`config.mk`:
```
export PLATFORM = sky130hd
export DESIGN_NAME = salru_front
export DESIGN_NICKNAME = d
export VERILOG_FILES = /design/src/salru_pkg.sv /design/src/salru_front.sv
export SDC_FILE = /design/constraint.sdc
export NUM_CORES = 1
export LEC_CHECK = 0
export BUFFER_PORTS_ARGS = -buffer_cell sky130_fd_sc_hd__buf_2
export CAP_MARGIN = 30
export CORE_MARGIN = 2
export CORE_UTILIZATION = 39
export CTS_CLUSTER_SIZE = 16
export DETAILED_ROUTE_END_ITERATION = 8
export GPL_TIMING_DRIVEN = 0
export PLACE_DENSITY = 0.78
export SLEW_MARGIN = 20
export SYNTH_ARGS = -nofsm -noshare
export SYNTH_HDL_FRONTEND = slang
export SYNTH_SLANG_ARGS = --single-unit
```
`constraint.sdc`:
```
create_clock -name clock -period 1.3 [get_ports clock]
set_input_delay 0.195 -clock clock [delete_from_list [all_inputs] [get_ports clock]]
set_output_delay 0.195 -clock clock [all_outputs]
set_load 0.1 [all_outputs]
```
`src/salru_pkg.sv`:
```
package salru_pkg;

   localparam int SETS             = 256;
   localparam int WAYS             = 8;
   localparam int ADDR_BITS        = 48;
   localparam int LINE_OFFSET_BITS = 6;

   // SETS is a power of two: the set is a plain field of the line number
   localparam int SET_BITS  = (SETS > 1) ? $clog2(SETS) : 1;
   localparam int WAY_BITS  = (WAYS > 1) ? $clog2(WAYS) : 1;
   localparam int RANK_BITS = WAY_BITS;
   localparam int TAG_BITS  = ADDR_BITS - LINE_OFFSET_BITS - SET_BITS;

   localparam int OUT_WAY_BITS = 3;
   localparam int COUNT_BITS   = 32;

   typedef logic [SET_BITS-1:0]                 salru_set_type;
   typedef logic [TAG_BITS-1:0]                 salru_tag_type;
   typedef logic [WAY_BITS-1:0]                 salru_way_type;
   typedef logic [WAYS-1:0]                     salru_valid_type;
   typedef logic [WAYS-1:0][RANK_BITS-1:0]      salru_rank_type;
   typedef logic [WAYS-1:0][TAG_BITS-1:0]       salru_tags_type;

   typedef struct packed {
      salru_set_type set_idx;
      salru_tag_type tag;
   } salru_req_type;

   typedef struct packed {
      salru_valid_type valid;
      salru_rank_type  rank;
   } salru_meta_type;

   // rank of a never-touched set: rank equals way number
   function automatic salru_rank_type rank_reset();
      salru_rank_type r;
      for (int w = 0; w < WAYS; w++) begin
         r[w] = RANK_BITS'(w);
      end
      return r;
   endfunction

endpackage

```
`src/salru_front.sv`:
```
module salru_front (
   input  logic                   clock,
   input  logic                   reset,
   input  logic                   req_valid,
   output logic                   req_ready,
   input  logic [47:0]            req_address,
   output logic                   push_valid,
   input  logic                   push_ready,
   output salru_pkg::salru_req_type push_data
);
   import salru_pkg::*;

   logic          front_valid_ff;
   salru_req_type front_data_ff;
   salru_req_type front_data_in;
   logic [ADDR_BITS-LINE_OFFSET_BITS-1:0] line_num;

   assign line_num = req_address[ADDR_BITS-1:LINE_OFFSET_BITS];

   always_comb begin
      front_data_in.set_idx = line_num[SET_BITS-1:0];
      front_data_in.tag     = line_num[ADDR_BITS-LINE_OFFSET_BITS-1:SET_BITS];
   end

   assign req_ready  = !front_valid_ff || push_ready;
   assign push_valid = front_valid_ff;
   assign push_data  = front_data_ff;

   always_ff @(posedge clock) begin
      if (reset) begin
         front_valid_ff <= 1'b0;
      end else if (req_ready) begin
         front_valid_ff <= req_valid;
      end
   end

   always_ff @(posedge clock) begin
      if (req_valid && req_ready) begin
         front_data_ff <= front_data_in;
      end
   end

endmodule

```
==> impl_metrics.yaml, run 1 <==
placement:
  placed_area_mm2: 0.00182
  place_ws_ns: 0.0273
  gp_congestion: 0.653
  port_buffers: 89
clocking:
  clock-sinks: 43
  post-cts-setup-buffer-count: 0
  clk_latency_ns: 0.34
  cts_buffer_depth: 2
  path_clk_slew_ns: 0.13
  htree_levels: 2
  cts_tree: "built"
  root_buffer: "clkbuf_4"
  cts_buffers: 5
critical_path:
  worstPathRequired_ns: 1.11
  worst_setup_path_end_kind: "output pin"
  start_kind: "flip-flop"
  arrival_ns: 1.04
  cp_max_fo: 4
  path_class: "reg -> out"
pwr:
  ir_drop_v: 0.000900
  p_per_area_mw_per_mm2: 1480
  p_leak_nw: 0.960
sta:
  worst_slack_ns: 0.0642
  fmax_mhz: 809
  worstMarginPinSlew_ns: 0.308
  slew_headroom_pct: 79.6
  hold_viol: 0
  layout_min_cycle_time_ns: 1.24
  finClkSkew_ns: 0.00738
  rsz0062_at_grt: "false"
  whs_ns: 0.0166
  tns_ns: 0
  finalSetupViolCount: 0
  period_share_pct: 95.1
  slew_viol_final: 0
synthesis:
  yosysWarnings: 0
  syn_area_per_cell_um2: 28.0
  syn_inst: 47
  syn_nets: 99
  ys_types: 6
  yosysTopAreaCell: "edfxtp_1"
  ys_seq_area_share_pct: 97.3
  synth.ff_latch_count: 43
  synth_top_area_share_pct: 95.8
  synthTopCellsByArea: "edfxtp_1, dfxtp_1, nand2b_4"
  synth_area_mm2: 0.00132
floorplan:
  dieArea_mm2: 0.00386
  rows: 21
  pin_count: 96
  die_y_um: 62.1
  die_w_um: 62.1
  start_util_pct: 40.1
  core_mm2: 0.00328
route:
  routed_wl_um: 3270
  ant_nets: 0
  drtPass1Iterations: 4
  viasPerCell: 4.41
  vias: 934
  routedWlPerCell_um: 15.4
  drtIter0Drc: 13
  drc_errors: 0
global_routing:
  grt_overflow: 0
  grt_pass1_wl_um: 3590
  grt_max_degree: 43
  first_global_vias: 816
  antenna_found_initial: 0
  track_usage_pct: 14.1
cells_and_area:
  postLayoutCellArea_mm2: 0.00224
  diodes: 0
  fin_nets: 217
  synthToLayoutAreaGrowth_pct: 70.0
  drive_above_1_share_pct: 61.4
run:
  maxCapViolCount: 0
hold_path:
  hold_path_class: "in -> reg"
outcome:
  outcome: "finished clean"
==> state kept, by name (all words and copies together) (netlist names) <==
signal,count
push_data,42
push_valid,1
==> placed cells by master, fill, tap and decap left out, drive strengths merged <==
cell / Yosys / routed
a21oi: 1 / 1
clkbuf: 0 / 11
nand2b: 1 / 1
edfxtp: 42 / 42
inv: 1 / 1
dlygate4sd3: 0 / 21
dfxtp: 1 / 1
and2: 1 / 2
buf: 0 / 83
clkinv: 0 / 2
bufinv: 0 / 1
==> through the flow <==
step	instances	total power [mW]	util (%)
2_1_floorplan	47	2.28	-
3_5_place_dp	182	2.43	55.5
6_report	212	3.32	68.1
4_1_cts	191	3.27	61.2
3_3_place_gp	182	2.41	55.5
5_1_grt	212	3.43	68.1
==> cell type report <==
class / instances / area (um2)
repair buffers: 110 / 769
clock buffers: 5 / 37.5
clock inverters: 3 / 43.8
well taps: 46 / 57.6
flip-flops and latches: 43 / 1280
multi-input cells: 4 / 40.0
fillers: 223 / 1050
inverters: 1 / 3.75
==> where the power goes <==
| part | internal, mW | switching (mW) | leakage (nW) |
|---|---|---|---|
| clock | 0.405 | 0.410 | 0.0452 |
| combinational | 0.192 | 0.671 | 0.500 |
| sequential | 1.62 | 0.0253 | 0.415 |
==> layer usage <==
layer	routed length (um)	up-vias	global-route usage (%)
li1	-	424	-
met1	1030	433	14.3
met2	1860	69	23.2
met3	341	8	7.87
met4	43	0	7.29
met5	0	-	0
==> worst paths after layout <==
path | start | to | slack, ns | cells past startpoint
max | push_valid | req_ready | 0.06 | 2
min | req_address[27] | push_data[13] | 0.02 | 1
max reg2reg | push_valid | push_data[10] | 0.18 | 2
min reg2reg | push_valid | push_valid | 0.56 | 2
==> cells in the mapped netlist <==
library cell  instances
inv_1                 1
edfxtp_1             42
dfxtp_1               1
and2_4                1
a21oi_2               1
nand2b_4              1
==> worst max-delay path, cell delays in order (launching register included) <==
cell and delay [ns]:
dfxtp_4 0.38, nand2b_4 0.10, buf_6 0.23
==> logic make-up after synthesis <==
family / Yosys count / share of synthesized area (%)
DFF: 43 / 97.3
and+or+nand+nor: 2 / 1.71
AOI/OAI and AO/OA: 1 / 0.666
buffers and inverters: 1 / 0.285
==> repair_timing <==
action                                  4_1_cts  5_1_grt
hold buffers                                  1       20
gates cloned                                  0        1
gates resized for setup                      38        8
hold endpoints to repair                      1       20
endpoints found under the setup margin       38       49
pin swaps                                     0        1
No activity file was read; power rests on OpenSTA's default activity.
==> run 2: changes to the inputs <==
Settings changed: ABC_AREA set to 1.
==> impl_metrics.yaml, run 2 <==
sta:
  worstMarginPinSlew_ns: 0.310
  tns_ns: 0
  rsz0062_at_grt: "false"
  period_share_pct: 94.3
  fmax_mhz: 816
  finalSetupViolCount: 0
  slew_headroom_pct: 79.5
  slew_viol_final: 0
  whs_ns: 0.0276
  finClkSkew_ns: 0.00631
  hold_viol: 0
  layout_min_cycle_time_ns: 1.23
  worst_slack_ns: 0.0741
route:
  ant_nets: 0
  routedWlPerCell_um: 13.4
  drtIter0Drc: 25
  drtPass1Iterations: 3
  viasPerCell: 4.29
  vias: 857
  routed_wl_um: 2680
  drc_errors: 0
critical_path:
  setup.worst_path.start: "push_valid"
  worstPathRequired_ns: 1.11
  cp_max_fo: 3
  r2r_setup_slack_ns: 0.19
  worstPathCellList: "nand2_2 -> buf_6"
  slowest_stage: "dfxtp_4"
  start_kind: "flip-flop"
  r2r-end: "push_data[9]"
  worst_setup_path_end_kind: "output pin"
  reg2regPathDepth: 2
  r2r_start: "push_valid"
  arrival_ns: 1.03
  max_stage_delay_ns: 0.38
  path_class: "reg -> out"
synthesis:
  synthFlopType: "edfxtp_1"
  synth.ff_latch_count: 43
  syn_inst: 48
  synth-async-reset-ratio_pct: 0
  yosysWarnings: 0
  synthTopCellsByArea: "edfxtp_1, dfxtp_1, a21oi_2"
  ys_seq_area_share_pct: 97.9
  ys_types: 7
  synth_edf_count: 42
  syn_nets: 100
  synth.most_common_cell: "edfxtp_1"
  synth_area_mm2: 0.00131
  yosysTopAreaCell: "edfxtp_1"
  synth_top_area_share_pct: 96.4
  syn_area_per_cell_um2: 27.3
floorplan:
  die_w_um: 61.9
  rows: 21
  start_util_pct: 39.8
  core_mm2: 0.00328
  pin_count: 96
  dieArea_mm2: 0.00384
  die_y_um: 61.9
pwr:
  p_leak_nw: 0.895
  p_per_area_mw_per_mm2: 1450
  ir_drop_v: 0.000910
placement:
  port_buffers: 89
  gp_congestion: 0.655
  dp.cells: 184
  dp_hpwl_um: 1890
  place_ws_ns: -0.166
global_routing:
  grt_max_degree: 25
  track_usage_pct: 13.7
  first_global_vias: 787
  grt_pass1_wl_um: 3550
  grt_overflow: 0
  antenna_found_initial: 0
run:
  maxCapViolCount: 0
hold_path:
  min_path_cells: 1
  hold_path_class: "in -> reg"
  hold-path-endpoint: "push_data[0]"
  min_from: "req_address[14]"
clocking:
  root_buffer: "clkbuf_4"
  path_clk_slew_ns: 0.12
  cts_buffer_depth: 2
  htree_levels: 2
  clock-sinks: 43
  clk_latency_ns: 0.33
  cts_tree: "built"
  cts_buffers: 5
cells_and_area:
  final_common_cell: "buf_2"
  largest_reg_flops: 42
  final_cell_mix: "buf_2, edfxtp_1, clkbuf_4, buf_4, dlygate4sd3_1"
  instances_no_fill: 200
  drive_above_1_share_pct: 66.2
  synthToLayoutAreaGrowth_pct: 61.3
  diodes: 0
  fin_nets: 205
outcome:
  outcome: "finished clean"
-- run 2: cell count changes in the layout (fill, tap and decap cells not counted), sizes merged --
cell / before / now
clkbuf: 11 / 25
dlygate4sd3: 21 / 7
buf: 83 / 71
and2: 2 / 0
a21oi: 1 / 2
bufinv: 1 / 0
clkinvlp: 0 / 1
inv: 1 / 2
nand2: 0 / 1
nand2b: 1 / 0
-- run 2: cell families after synthesis --
group	Yosys count	share of synthesized area, %
compound gates	2	1.05
buf+inv	2	0.573
simple gates	1	0.478
flops	43	97.9
-- run 2: area by class of cell --
type / count / area (um2)
fillers: 249 / 1170
inverters: 2 / 7.51
flip-flops and latches: 43 / 1280
multi-input cells: 3 / 31.3
clock buffers: 5 / 37.5
clock inverters: 3 / 15.0
repair buffers: 98 / 677
well taps: 46 / 57.6
-- run 2: how the worst max path moves through the flow --
| stage | end | slack (ns) |
|---|---|---|
| 3_3_place_gp | push_data[35] | -0.35 |
| 6_report | req_ready | 0.07 |
| 4_1_cts | push_data[27] | 0.0007 |
| 3_5_place_dp | push_data[7] | -0.17 |
| 5_1_grt | req_ready | 0.02 |
| 2_1_floorplan | push_data[0] | -0.33 |
-- run 2: what timing repair did --
action / 4_1_cts / 5_1_grt
pin swaps: 1 / 0
gates resized for setup: 24 / 21
endpoints found under the hold margin: 1 / 6
setup buffers: 1 / 0
hold buffers: 1 / 6
cloned: 0 / 0
endpoints found under the setup margin: 48 / 21
-- run 2: critical path, delay by kind of cell (launching register included) --
kind,cells,cell delay (ns)
and+or+nand+nor,1,0.09
buffers and inverters,1,0.23
DFF,1,0.38
-- run 2: layer usage --
metal | routed length (um) | part of all wire (%) | global-route usage [%] | vias up
met5 | 0 | 0 | 0 | -
met4 | 18 | 0.67 | 5.47 | 0
met3 | 240 | 8.9 | 7.45 | 2
met2 | 1490 | 55 | 24.1 | 58
met1 | 936 | 35 | 13.4 | 398
li1 | - | - | - | 399
-- run 2: through the flow --
step,utilization [%],cell area [um2],power (mW)
6_report,64.3,2110,3.07
5_1_grt,64.3,2110,3.18
4_1_cts,60.8,2000,3.07
3_5_place_dp,56.5,1850,2.44
3_3_place_gp,55.6,1830,2.41
2_1_floorplan,-,1320,2.28
-- run 2: power by group --
| group | total (mW) | switching [mW] | internal [mW] |
|---|---|---|---|
| Sequential | 1.64 | 0.0240 | 1.61 |
| Combinational | 0.839 | 0.664 | 0.175 |
| Clock | 0.593 | 0.394 | 0.199 |
==> run 3: changes to the inputs <==
Settings changed: PLACE_DENSITY 0.78 to not set, PLACE_DENSITY_LB_ADDON set to 0.12.
==> impl_metrics.yaml, run 3 (synthesis gave the netlist of run 2 again) <==
outcome:
  outcome: "finished clean"
pwr:
  switching_share_pct: 34.8
  share_comb_of_total_power_pct: 28.1
  p_leak_nw: 0.956
  p_sw_mw: 1.08
  cellInternalPower_mw: 2.03
  pwr-share-seq_pct: 52.7
  p_per_area_mw_per_mm2: 1380
  p_clk_share_pct: 19.3
  ir_drop_v: 0.000887
cells_and_area:
  synthToLayoutAreaGrowth_pct: 72.0
  diodes: 0
  instances_no_fill: 214
  area.sequential_mm2: 0.00128
  largest_reg_flops: 42
  postLayoutCellArea_mm2: 0.00225
  nFillCells: 238
  drive_above_1_share_pct: 61.9
  multi_input_area_um2: 40.0
  final_util_pct: 68.5
  final_common_cell: "buf_2"
  final_cell_mix: "buf_2, edfxtp_1, buf_4, dlygate4sd3_1, clkbuf_4"
  fin_nets: 219
global_routing:
  grt_pass1_wl_um: 3420
  antenna_found_initial: 0
  grt_overflow: 0
  first_global_vias: 789
  grt_max_degree: 21
  track_usage_pct: 13.1
route:
  routed_wl_um: 2670
  vias: 902
  drtIter0Drc: 24
  drtPass1Iterations: 4
  routedWlPerCell_um: 12.5
  drc_errors: 0
  viasPerCell: 4.21
  ant_nets: 0
critical_path:
  slowest_stage: "dfxtp_4"
  arrival_ns: 1.04
  path_class: "reg -> out"
  worst_setup_path_end_kind: "output pin"
  reg2regPathDepth: 1
  worstPathRequired_ns: 1.11
  start_kind: "flip-flop"
  r2r-end: "push_data[29]"
  r2r_start: "push_valid"
  cp_max_fo: 4
  worstPathCellList: "nand2_2 -> buf_6"
  max_stage_delay_ns: 0.39
  worstPathBufferInverterCount: 1
  r2r_setup_slack_ns: 0.09
  cp_top_family: "flip-flops"
sta:
  worst_slack_ns: 0.0678
  slew_viol_final: 0
  fmax_mhz: 812
  period_share_pct: 94.8
  layout_min_cycle_time_ns: 1.23
  rsz0062_at_grt: "false"
  worstMarginPinSlew_ns: 0.597
  slew_headroom_pct: 60.2
  whs_ns: 0.0216
  hold_viol: 0
  finClkSkew_ns: 0.00570
  finalSetupViolCount: 0
floorplan:
  die_w_um: 61.9
  pin_count: 96
  core_mm2: 0.00328
  rows: 21
  die_y_um: 61.9
  start_util_pct: 39.8
  dieArea_mm2: 0.00384
hold_path:
  hold-path-endpoint: "push_data[13]"
  min_path_cells: 1
  min_from: "req_address[27]"
  hold_path_class: "in -> reg"
clocking:
  root_buffer: "clkbuf_4"
  clock-sinks: 43
  cts_buffer_depth: 2
  path_clk_slew_ns: 0.12
  cts_buffers: 5
  htree_levels: 2
  cts_tree: "built"
  clk_latency_ns: 0.34
placement:
  dp_hpwl_um: 1790
  gp_congestion: 0.631
  place_ws_ns: -0.226
  port_buffers: 89
  dp.cells: 184
  placed_area_mm2: 0.00185
run:
  maxCapViolCount: 0
run 3: cell types whose count changed in the layout (fill, tap and decap cells not counted):
cell / delta
dlygate4sd3_1: +13
a21oi_2: +1
buf_4: +18
clkinv_2: +1
clkinv_1: -2
clkbuf_1: +1
clkbuf_4: -18
run 3: through the flow:
stage,total power [mW],setup TNS (ns)
2_1_floorplan,2.28,-14.04
3_3_place_gp,2.42,-17.18
3_5_place_dp,2.44,-5.92
4_1_cts,3.11,0
5_1_grt,3.23,0
6_report,3.11,0
run 3: power by group through the flow:
stage / Sequential (mW) / Combinational, mW / Clock [mW]
finish: 1.64 / 0.874 / 0.600
detailed placement: 1.67 / 0.769 / 0
floorplan: 2.24 / 0.0433 / 0
CTS: 1.64 / 0.842 / 0.631
global route: 1.65 / 0.902 / 0.681
global placement: 1.67 / 0.753 / 0
run 3: worst max-delay path by stage:
| stage | slack (ns) | startpoint | end | depth (start not counted) |
|---|---|---|---|---|
| finish | 0.07 | push_valid | req_ready | 2 |
| global route | 0.02 | push_valid | req_ready | 2 |
| CTS | 0.0004 | push_data[19] | push_data[19] | 1 |
| detailed placement | -0.23 | push_valid | push_data[0] | 2 |
| global placement | -0.41 | push_valid | push_data[41] | 1 |
| floorplan | -0.33 | push_valid | push_data[0] | 1 |
run 3: layout make-up:
type	count	share of cell area (%)
clock inverter	2	0.556
timing repair buffer	111	35.9
clock buffer	6	1.83
sequential	43	57.1
tap	46	2.56
inverter	2	0.334
multi-input combinational	4	1.78
run 3: layer usage:
metal,global-route usage [%],up-vias,part of all wire [%]
met2,23.3,53,56
li1,-,429,-
met1,13.1,414,33
met5,0,-,0
met3,5.18,6,9.3
met4,6.69,0,1.5
run 3: what timing repair did:
action	CTS	global route
buffers inserted	1	0
endpoints found under the hold margin	6	14
setup endpoints to repair	84	2
hold buffers	6	14
resized for setup	43	2
gates cloned	1	0
pin swaps	1	0
