==> config.mk <==
export PLATFORM = sky130hd
export DESIGN_NAME = salru_queue
export DESIGN_NICKNAME = d
export VERILOG_FILES = /design/src/salru_pkg.sv /design/src/salru_queue.sv
export SDC_FILE = /design/constraint.sdc
export NUM_CORES = 1
export LEC_CHECK = 0
export ABC_AREA = 1
export BUFFER_PORTS_ARGS = -buffer_cell sky130_fd_sc_hd__clkbuf_2
export CAP_MARGIN = 0
export CELL_PAD_IN_SITES_DETAIL_PLACEMENT = 1
export CELL_PAD_IN_SITES_GLOBAL_PLACEMENT = 1
export CORE_UTILIZATION = 44
export CTS_CLUSTER_DIAMETER = 120
export DETAILED_ROUTE_END_ITERATION = 12
export GPL_TIMING_DRIVEN = 0
export PLACE_DENSITY_LB_ADDON = 0.1
export SLEW_MARGIN = 20
export SYNTH_ARGS = -nofsm -noshare
export SYNTH_HDL_FRONTEND = slang
export SYNTH_SLANG_ARGS = --single-unit
export TNS_END_PERCENT = 50
==> constraint.sdc <==
create_clock -name clock -period 3.35 [get_ports clock]
set_input_delay 0.1675 -clock clock [delete_from_list [all_inputs] [get_ports clock]]
set_output_delay 0.1675 -clock clock [all_outputs]
set_load 0.1 [all_outputs]
==> src/salru_pkg.sv <==
package salru_pkg;

   localparam int SETS             = 256;
   localparam int WAYS             = 8;
   localparam int ADDR_BITS        = 48;
   localparam int LINE_OFFSET_BITS = 6;

   // SETS is a power of two: the set is a plain field of the line number
   localparam int SET_BITS  = (SETS > 1) ? $clog2(SETS) : 1;
   localparam int WAY_BITS  = (WAYS > 1) ? $clog2(WAYS) : 1;
   localparam int RANK_BITS = WAY_BITS;
   localparam int TAG_BITS  = ADDR_BITS - LINE_OFFSET_BITS - SET_BITS;

   localparam int OUT_WAY_BITS = 3;
   localparam int COUNT_BITS   = 32;

   typedef logic [SET_BITS-1:0]                 salru_set_type;
   typedef logic [TAG_BITS-1:0]                 salru_tag_type;
   typedef logic [WAY_BITS-1:0]                 salru_way_type;
   typedef logic [WAYS-1:0]                     salru_valid_type;
   typedef logic [WAYS-1:0][RANK_BITS-1:0]      salru_rank_type;
   typedef logic [WAYS-1:0][TAG_BITS-1:0]       salru_tags_type;

   typedef struct packed {
      salru_set_type set_idx;
      salru_tag_type tag;
   } salru_req_type;

   typedef struct packed {
      salru_valid_type valid;
      salru_rank_type  rank;
   } salru_meta_type;

   // rank of a never-touched set: rank equals way number
   function automatic salru_rank_type rank_reset();
      salru_rank_type r;
      for (int w = 0; w < WAYS; w++) begin
         r[w] = RANK_BITS'(w);
      end
      return r;
   endfunction

endpackage

==> src/salru_queue.sv <==
module salru_queue (
   input  logic                   clock,
   input  logic                   reset,
   input  logic                   push_valid,
   output logic                   push_ready,
   input  salru_pkg::salru_req_type push_data,
   output logic                   pop_valid,
   input  logic                   pop_ready,
   output salru_pkg::salru_req_type pop_data
);
   import salru_pkg::*;

   salru_req_type slot_ff [2];
   logic          wr_ptr_ff;
   logic          rd_ptr_ff;
   logic [1:0]    count_ff;
   logic          push_fire;
   logic          pop_fire;

   assign push_ready = (count_ff != 2'd2);
   assign pop_valid  = (count_ff != 2'd0);
   assign pop_data   = slot_ff[rd_ptr_ff];
   assign push_fire  = push_valid && push_ready;
   assign pop_fire   = pop_valid && pop_ready;

   always_ff @(posedge clock) begin
      if (reset) begin
         wr_ptr_ff <= 1'b0;
         rd_ptr_ff <= 1'b0;
         count_ff  <= 2'd0;
      end else begin
         if (push_fire) begin
            wr_ptr_ff <= !wr_ptr_ff;
         end
         if (pop_fire) begin
            rd_ptr_ff <= !rd_ptr_ff;
         end
         case ({push_fire, pop_fire})
            2'b10:   count_ff <= count_ff + 2'd1;
            2'b01:   count_ff <= count_ff - 2'd1;
            default: count_ff <= count_ff;
         endcase
      end
   end

   always_ff @(posedge clock) begin
      if (push_fire) begin
         slot_ff[wr_ptr_ff] <= push_data;
      end
   end

endmodule

==> results of run 1 <==
## per-layer routing
metal | GRT usage (%) | vias up
li1 | - | 884
met1 | 18.81 | 887
met2 | 25.63 | 54
met3 | 4.209 | 9
met4 | 5.952 | 0
met5 | 0 | -
## registers in the layout, indices dropped and copies added (netlist names), named ones only
| name | cells |
|---|---|
| slot_ff | 84 |
| rd_ptr_ff | 1 |
| count_ff | 2 |
| wr_ptr_ff | 1 |
## cell type report
class	count	area [sq um]	share of cell area [%]
Timing Repair Buffer	113	705.7	15.64
Sequential cell	89	2623	58.11
Clock inverter	6	58.81	1.303
Tap cell	102	127.6	2.828
Clock buffer	10	127.6	2.828
Buffer	5	91.34	2.024
Multi-Input combinational cell	67	749.5	16.61
Inverter	8	30.03	0.6654
## per-stage QoR
| stage | hold slack [ns] | total power [mW] |
|---|---|---|
| 3_3_place_gp | 0.3569 | 2.904 |
| 6_report | 0.01899 | 3.601 |
| 4_1_cts | 0.00001474 | 3.637 |
| 5_1_grt | 0.0004039 | 3.732 |
| 3_5_place_dp | 0.3607 | 2.935 |
| 2_1_floorplan | 0.2664 | 2.734 |
## worst min path at each step
| stage | start | end |
|---|---|---|
| floorplan | push_data[0] | slot_ff[0][0]$_DFFE_PP_ |
| global placement | push_data[12] | slot_ff[0][12]$_DFFE_PP_ |
| detailed placement | push_data[15] | slot_ff[0][15]$_DFFE_PP_ |
| CTS | push_data[7] | slot_ff[1][7]$_DFFE_PP_ |
| global route | push_data[20] | slot_ff[0][20]$_DFFE_PP_ |
| finish | push_data[4] | slot_ff[1][4]$_DFFE_PP_ |
## synth_stat cells (2+ instances only)
| master | instances | area, sq um |
|---|---|---|
| nor2_1 | 10 | 37.54 |
| mux2_4 | 40 | 600.6 |
| buf_12 | 4 | 80.08 |
| edfxtp_1 | 84 | 2522 |
| nand2_1 | 8 | 30.03 |
| a21oi_1 | 2 | 10.01 |
| dfxtp_1 | 5 | 100.1 |
| inv_1 | 8 | 30.03 |
| mux2_2 | 2 | 22.52 |
| o21ai_0 | 3 | 15.01 |
## timing repair
action | CTS | global route
hold buffers | 16 | 6
buffers inserted | 0 | 0
gates resized for setup | 0 | 0
hold endpoints to repair | 31 | 10
setup endpoints to repair | 0 | 0
## cell families (layout without fill, tap and decap cells)
group / after synthesis / in the layout / share of synthesized area, %
compound gates: 5 / 5 / 0.7193
fa+ha+maj: 1 / 1 / 0.3597
buf+inv: 13 / 142 / 3.489
flops: 89 / 89 / 75.40
mux: 42 / 42 / 17.91
simple gates: 19 / 19 / 2.123
## power groups by stage
stage	Sequential (mW)	Clock (mW)	Combinational [mW]
6_report	1.40	0.684	1.52
3_5_place_dp	1.42	0	1.51
2_1_floorplan	1.42	0	1.32
5_1_grt	1.41	0.748	1.58
3_3_place_gp	1.42	0	1.48
4_1_cts	1.40	0.711	1.53
==> flow_summary.yaml, run 1 <==
logic_synthesis:
  synth_seq_area_share_pct: 75.40
  synth-seq-cells: 89
  synth-main-ff-cell: "edfxtp_1"
  synth_area_sq_um: 3478
  yosys_warnings: 0
  synth_edf_count: 84
  async_flop_share_pct: 0
  syn_avg_cell_area_sq_um: 20.58
  yosysUniqueCellTypes: 13
  synthCells: 169
  synth_nets: 216
sta:
  fmax_ghz: 0.5271
  setup_ws_ns: 1.453
  rsz0062_at_grt: "no"
  min_period_ns: 1.897
  report.final.hold_viol_count: 0
  finClkSkew_ns: 0.004666
  fin_tns_setup_ns: 0
  worst_pin_slew_ns: 0.6365
  slew_viol_final: 0
  finalSetupViolations: 0
  relSlewSlack_pct: 57.47
  period_share_pct: 56.63
cells_and_area:
  layout_commonest_cell: "clkbuf_2"
  diodes: 0
  drive_above_1_share_pct: 51.34
  synthToLayoutAreaGrowth_pct: 29.75
  fillers: 757
  fin_util_pct: 58.71
  layout_common_cells: "clkbuf_2, edfxtp_1, mux2_4"
  nets: 340
  final_area_sq_um: 4513
  fin_cells: 400
die:
  die_w_um: 90.91
  num_io_pins: 90
  dieArea_sq_um: 8265
  core_area_sq_um: 7687
  rows: 32
  fp.dieH_um: 90.91
  start_util_pct: 45.25
power_and_ir_drop:
  p_sw_mw: 1.534
  power.share.sequential_pct: 38.7
  leakage_nw: 1.820
  ir_drop_mv: 0.4090
  internal_power_mw: 2.067
  swShare_pct: 42.60
  powerDensity_nw_per_um2: 797.9
  p_comb_share_pct: 42.3
  clockPowerShare_pct: 19.0
clocking:
  cts_tree: "built"
  cts_max_level: 3
  cts_root_buffer: "clkbuf_8"
  path_clk_slew_ns: 0.08
  cts_sinks: 89
  cts_made_buffers: 9
  clk-insertion-delay-late_ns: 0.34
  cts.path.max_buffers: 2
grt:
  overflow: 0
  antenna_found_initial: 0
  grt_max_degree: 25
  grt_pass1_wl_um: 9425
  grtUsageTotal_pct: 15.29
  grt_pass1_vias: 1924
route:
  avgViaCountPerCell: 4.585
  drt-initial-drc-count: 53
  dr_total_vias: 1834
  dr_wl_met2_um: 3003
  ant_nets: 0
  wl_per_cell_um: 14.61
  dr.pass1.iters: 4
  top_layer: "met4"
  wl_met3_um: 221
  drc: 0
  m1WireLength_um: 2528
  wirelength_um: 5844
critical_path:
  cp_top_family: "simple AND/OR/NAND/NOR gates"
  crit_path_start: "count_ff[0]$_SDFFE_PP0P_"
  end_kind: "flip-flop"
  crit_buf_inv: 2
  cp_slowest_cell: "nor2_4"
  cp.required_ns: 3.39
  ff2ff_setup_slack_ns: 1.45
  worst_setup_path_endpoint: "slot_ff[1][8]$_DFFE_PP_"
  cp_max_fo: 24
  reg2reg_to: "slot_ff[1][8]$_DFFE_PP_"
  r2r_cells: 5
  cp.depth: 5
  max_stage_delay_ns: 0.54
  r2r-start: "count_ff[0]$_SDFFE_PP0P_"
  cp.arrival_ns: 1.94
  crit_chain: "inv_1 > nand2_1 > nand2_1 > nor2_4 > buf_12"
  crit_type: "flip-flop to flip-flop"
  worstSetupStartpointType: "flip-flop"
  path_common_cell: "nand2_1"
placement:
  preCtsSetupSlack_ns: 1.429
  placed_area_sq_um: 4106
  io_buffers: 89
  dp_hpwl_um: 3991
  gp_congestion: 0.6493
  placed_cells: 362
run_status:
  status: "finished, final reports clean"
job:
  cap_violations: 0
hold_path:
  holdPathStages: 1
  hold_path.class: "primary input to flip-flop"
No activity file was read; power rests on OpenSTA's default activity.
==> inputs of run 2 (changes only) <==
- ABC_AREA: 1 -> 0
- CORE_UTILIZATION: 44 -> 39
- clock period: 3.35 -> 1.55 ns (I/O delays scaled with it)
==> flow_summary.yaml, run 2 <==
cells_and_area:
  largestRegisters: "slot_ff x84, count_ff x2"
  synthToLayoutAreaGrowth_pct: 76.27
  fin_cells: 421
  final_area_sq_um: 5717
  largest_reg_flops: 84
  drive_above_1_share_pct: 54.40
  nets: 360
  regMostFlops: "slot_ff"
  layout_common_cells: "edfxtp_1, clkbuf_2, dlygate4sd3_1"
  layout_commonest_cell: "edfxtp_1"
critical_path:
  path_common_cell: "buf_12"
  worstSetupStartpointType: "flip-flop"
  cp_slowest_cell: "dfxtp_2"
  crit_type: "flip-flop to output pin"
  cp_max_fo: 10
  end_kind: "output pin"
  max_stage_delay_ns: 0.33
  crit_chain: "buf_8 > buf_12 > buf_12 > mux2_4 > clkbuf_16"
  cp.required_ns: 1.47
  cp.arrival_ns: 1.60
clocking:
  path_clk_slew_ns: 0.08
  cts_sinks: 89
  cts_tree: "built"
  cts_made_buffers: 9
  cts_max_level: 3
  clk-insertion-delay-late_ns: 0.36
  cts_root_buffer: "clkbuf_8"
  cts.path.max_buffers: 2
route:
  dr_total_vias: 1988
  avgViaCountPerCell: 4.722
  drc: 0
  wl_per_cell_um: 19.47
  ant_nets: 0
  wirelength_um: 8196
  dr.pass1.iters: 4
  drt-initial-drc-count: 72
die:
  fp.dieH_um: 93.19
  die_w_um: 93.19
  num_io_pins: 90
  dieArea_sq_um: 8684
  core_area_sq_um: 7888
  start_util_pct: 41.12
  rows: 32
power_and_ir_drop:
  p_total_mw: 11.96
  powerDensity_nw_per_um2: 2092
  ir_drop_mv: 1.163
  leakage_nw: 2.288
sta:
  relSlewSlack_pct: 59.33
  setup_ws_ns: -0.1251
  slew_viol_final: 0
  finClkSkew_ns: 0.01166
  rsz0062_at_grt: "yes"
  fin_tns_setup_ns: -4.276
  period_share_pct: 108.1
  min_period_ns: 1.675
  worst_pin_slew_ns: 0.6101
  finalSetupViolations: 40
  report.final.hold_viol_count: 0
  fmax_ghz: 0.5970
logic_synthesis:
  synth_most_common_cell: "edfxtp_1"
  yosys-top-cells-count: "edfxtp_1, mux2_2, buf_2, dfxtp_1, nor2_1"
  synth-seq-cells: 89
  synth_nets: 202
  yosys-top-cells-area: "edfxtp_1, mux2_2, dfxtp_1"
  synth-main-ff-cell: "edfxtp_1"
  synth_top_area_cell: "edfxtp_1"
  synth_edf_count: 84
  synth_area_sq_um: 3243
  async_flop_share_pct: 0
  synth_seq_area_share_pct: 80.86
  yosysUniqueCellTypes: 19
  synth_top_area_share_pct: 77.78
  yosys_warnings: 0
  synthCells: 155
  syn_avg_cell_area_sq_um: 20.92
grt:
  grt_pass1_wl_um: 12160
  overflow: 0
  grtUsageTotal_pct: 19.65
  grt_pass1_vias: 2160
  antenna_found_initial: 1
  grt_max_degree: 43
placement:
  dp_hpwl_um: 3590
  placed_cells: 346
  placed_area_sq_um: 3830
  gp_congestion: 0.6094
  io_buffers: 89
job:
  cap_violations: 0
run_status:
  status: "complete, but fails checks"
  violations: "setup timing"
hold_path:
  hold_path.class: "primary input to flip-flop"
==> run 2: cell count changes after synthesis, sizes merged, moves of 2 or more <==
cell | previous run | this run
nor2 | 10 | 3
inv | 8 | 1
o21ai | 3 | 1
xnor2 | 0 | 2
nand2 | 8 | 1
==> run 2: cells by family (layout without fill, tap and decap cells) <==
group,after synthesis,count (layout),share of synthesized area [%]
DFF,89,89,80.86
muxes,42,42,14.58
xor gates and xnor gates,3,3,0.8103
and+or+nand+nor,9,9,1.466
AOI/OAI and AO/OA,5,5,1.003
adders and majority gates,1,1,0.3857
other,0,1,0
buffers and inverters,6,169,0.8871
==> run 2: worst paths after layout <==
path	from	end	slack (ns)	cells past startpoint
worst max-delay path	flip-flop	pop_data[21]	-0.13	5
worst min-delay path	push_valid	wr_ptr_ff$_SDFFE_PP0P_	0.06	3
worst max register to register	count_ff[0]$_SDFFE_PP0P_	slot_ff[1][34]$_DFFE_PP_	0.06	2
worst min register to register	rd_ptr_ff$_SDFFE_PP0P_	rd_ptr_ff$_SDFFE_PP0P_	0.53	2
==> run 2: worst max-delay path, delay by kind of cell, from the launching register on <==
family | cells | cell delay (ns)
mux | 1 | 0.32
flops | 1 | 0.33
buf+inv | 4 | 0.59
==> run 2: layout make-up <==
class / count / area, sq um
Tap cell: 102 / 127.6
Buffer: 5 / 80.08
Timing Repair inverter: 3 / 22.52
Timing Repair Buffer: 144 / 1899
Clock inverter: 6 / 58.81
Inverter: 1 / 7.507
Antenna cell: 1 / 2.502
Multi-Input combinational cell: 60 / 762.0
Clock buffer: 10 / 127.6
Sequential cell: 89 / 2629
Fill cell: 625 / 2171
==> run 2: routing by layer <==
metal | track usage (%) | wire length, um | up-vias | share of wire [%]
met5 | 0 | 0 | - | 0
met4 | 6.282 | 183 | 0 | 2.2
met3 | 4.878 | 301 | 18 | 3.7
met2 | 34.31 | 4233 | 62 | 52
met1 | 23.84 | 3476 | 987 | 42
li1 | - | - | 921 | -
==> run 2: what timing repair did <==
action | CTS | global route
endpoints found under the hold margin | 89 | 0
resized for setup | 187 | 9
hold buffers | 43 | 0
setup buffers | 3 | 6
endpoints found under the setup margin | 126 | 127
cloned | 4 | 2
pin swaps | 1 | 1
==> run 2: stage by stage <==
| stage | utilization, % | hold WS, ns | setup slack [ns] |
|---|---|---|---|
| floorplan | - | 0.1425 | -0.3052 |
| CTS | 71.21 | 0.04237 | -0.1843 |
| global placement | 48.56 | 0.2658 | -0.5292 |
| global route | 72.48 | 0.08208 | -0.1736 |
| detailed placement | 48.56 | 0.2702 | -0.5371 |
| finish | 72.48 | 0.06415 | -0.1251 |
==> run 2: power breakdown <==
| part | switching, mW | internal (mW) | total [mW] |
|---|---|---|---|
| logic | 4.22 | 3.00 | 7.23 |
| clock network | 0.807 | 0.735 | 1.54 |
| registers | 0.141 | 3.05 | 3.19 |
==> inputs of run 3 (changes only) <==
- CORE_ASPECT_RATIO: not set -> 1.4
- SKIP_LAST_GASP: not set -> 1
==> flow_summary.yaml, run 3 (same netlist as run 2, synthesis figures left out) <==
route:
  dr_total_vias: 1984
  wirelength_um: 9197
  drt-initial-drc-count: 100
  dr.pass1.iters: 4
  ant_nets: 0
  drc: 0
  avgViaCountPerCell: 4.701
  wl_per_cell_um: 21.79
sta:
  setup_ws_ns: -0.08585
  min_period_ns: 1.636
  relSlewSlack_pct: 56.72
  finClkSkew_ns: 0.007278
  report.final.hold_viol_count: 0
  fmax_ghz: 0.6113
  period_share_pct: 105.5
  worst_pin_slew_ns: 0.6492
  fin_tns_setup_ns: -1.546
  slew_viol_final: 0
  finalSetupViolations: 48
  rsz0062_at_grt: "yes"
  hold-worst-slack_ns: 0.07296
power_and_ir_drop:
  powerDensity_nw_per_um2: 2211
  ir_drop_mv: 1.238
  leakage_nw: 2.258
  p_total_mw: 12.57
clocking:
  cts_root_buffer: "clkbuf_16"
  cts_sinks: 89
  clk-insertion-delay-late_ns: 0.34
  cts_tree: "built"
  cts_made_buffers: 9
  path_clk_slew_ns: 0.06
  cts.path.max_buffers: 2
  cts_max_level: 3
cells_and_area:
  largest_reg_flops: 84
  synthToLayoutAreaGrowth_pct: 75.35
  nets: 362
  layout_commonest_cell: "edfxtp_1"
  final_area_sq_um: 5687
  regMostFlops: "slot_ff"
  diodes: 0
  largestRegisters: "slot_ff x84, count_ff x2"
  layout_common_cells: "edfxtp_1, clkbuf_2, dlygate4sd3_1"
  drive_above_1_share_pct: 54.69
critical_path:
  cp_slowest_cell: "dfxtp_4"
  path_common_cell: "clkbuf_16"
  cp_max_fo: 6
  cp.arrival_ns: 1.56
  max_stage_delay_ns: 0.38
  end_kind: "output pin"
  worstSetupStartpointType: "flip-flop"
  cp.required_ns: 1.47
  crit_chain: "buf_12 > clkbuf_16 > mux2_4 > clkbuf_16"
  crit_type: "flip-flop to output pin"
die:
  num_io_pins: 90
  dieArea_sq_um: 8689
  rows: 39
  start_util_pct: 40.04
  die_w_um: 79.07
  fp.dieH_um: 109.9
  core_area_sq_um: 8100
placement:
  preCtsSetupSlack_ns: -0.5288
  placed_area_sq_um: 3830
  io_buffers: 89
  dp_hpwl_um: 3693
  gp_congestion: 0.6338
run_status:
  violations: "setup timing"
  status: "complete, but fails checks"
grt:
  antenna_found_initial: 0
  grtUsageTotal_pct: 18.61
  grt_max_degree: 43
  grt_pass1_wl_um: 11310
  grt_pass1_vias: 2122
  overflow: 0
hold_path:
  hold_path.class: "primary input to flip-flop"
job:
  cap_violations: 0
==> run 3: changes by cell type in the layout (fill, tap and decap cells not counted), moves of 2 or more <==
cell / before / now
buf_12: 3 / 18
buf_16: 3 / 0
buf_4: 5 / 11
buf_6: 2 / 0
buf_8: 4 / 6
clkbuf_16: 42 / 35
clkbuf_8: 9 / 1
mux2_2: 0 / 8
mux2_4: 42 / 34
==> run 3: metal layers <==
metal  GRT usage [%]  wire length [um]  part of all wire, %  up-vias
li1                -                 -                    -      926
met5               0                 0                    0        -
met2           34.61              5336                   58       63
met3           5.394               355                  3.9       15
met4           6.623               163                  1.8        0
met1           19.79              3341                   36      980
==> run 3: metrics by stage <==
step                utilization [%]  instances
floorplan                         -        155
global placement              47.28        346
detailed placement            47.28        346
CTS                           65.38        417
global route                  70.20        422
finish                        70.20        422
==> run 3: worst max-delay path, delay by kind of cell (launching register included) <==
family	cells	cell delay (ns)
multiplexers	1	0.33
buffers and inverters	3	0.51
flip-flops	1	0.38
==> run 3: report_power, final <==
part / total (mW) / internal [mW] / switching (mW)
Sequential: 3.21 / 3.05 / 0.158
Clock: 2.35 / 1.45 / 0.903
Combinational: 7.01 / 2.76 / 4.25
Total: 12.6 / 7.26 / 5.31
==> run 3: worst paths after layout <==
path / start / to / slack (ns) / depth (start not counted)
worst max-delay path: flip-flop / pop_data[15] / -0.09 / 4
worst min-delay path: push_valid / wr_ptr_ff$_SDFFE_PP0P_ / 0.07 / 3
worst max register to register: count_ff[0]$_SDFFE_PP0P_ / slot_ff[1][25]$_DFFE_PP_ / 0 / 2
worst min register to register: rd_ptr_ff$_SDFFE_PP0P_ / rd_ptr_ff$_SDFFE_PP0P_ / 0.52 / 2
==> run 3: timing repair <==
action | 4_1_cts | 5_1_grt
setup endpoints to repair | 126 | 85
pin swaps | 1 | 0
hold endpoints to repair | 89 | 0
buffers inserted | 9 | 0
gates cloned | 3 | 5
gates resized for setup | 116 | 83
hold buffers | 43 | 0
==> run 3: final cells by class <==
| class | instances | area (sq um) |
|---|---|---|
| Sequential cell | 89 | 2628 |
| Fill cell | 676 | 2414 |
| Timing Repair Buffer | 146 | 1749 |
| Multi-Input combinational cell | 60 | 732.0 |
| Clock buffer | 10 | 239.0 |
| Tap cell | 102 | 127.6 |
| Buffer | 5 | 100.1 |
| Clock inverter | 6 | 81.33 |
| Timing Repair inverter | 3 | 22.52 |
| Inverter | 1 | 7.507 |
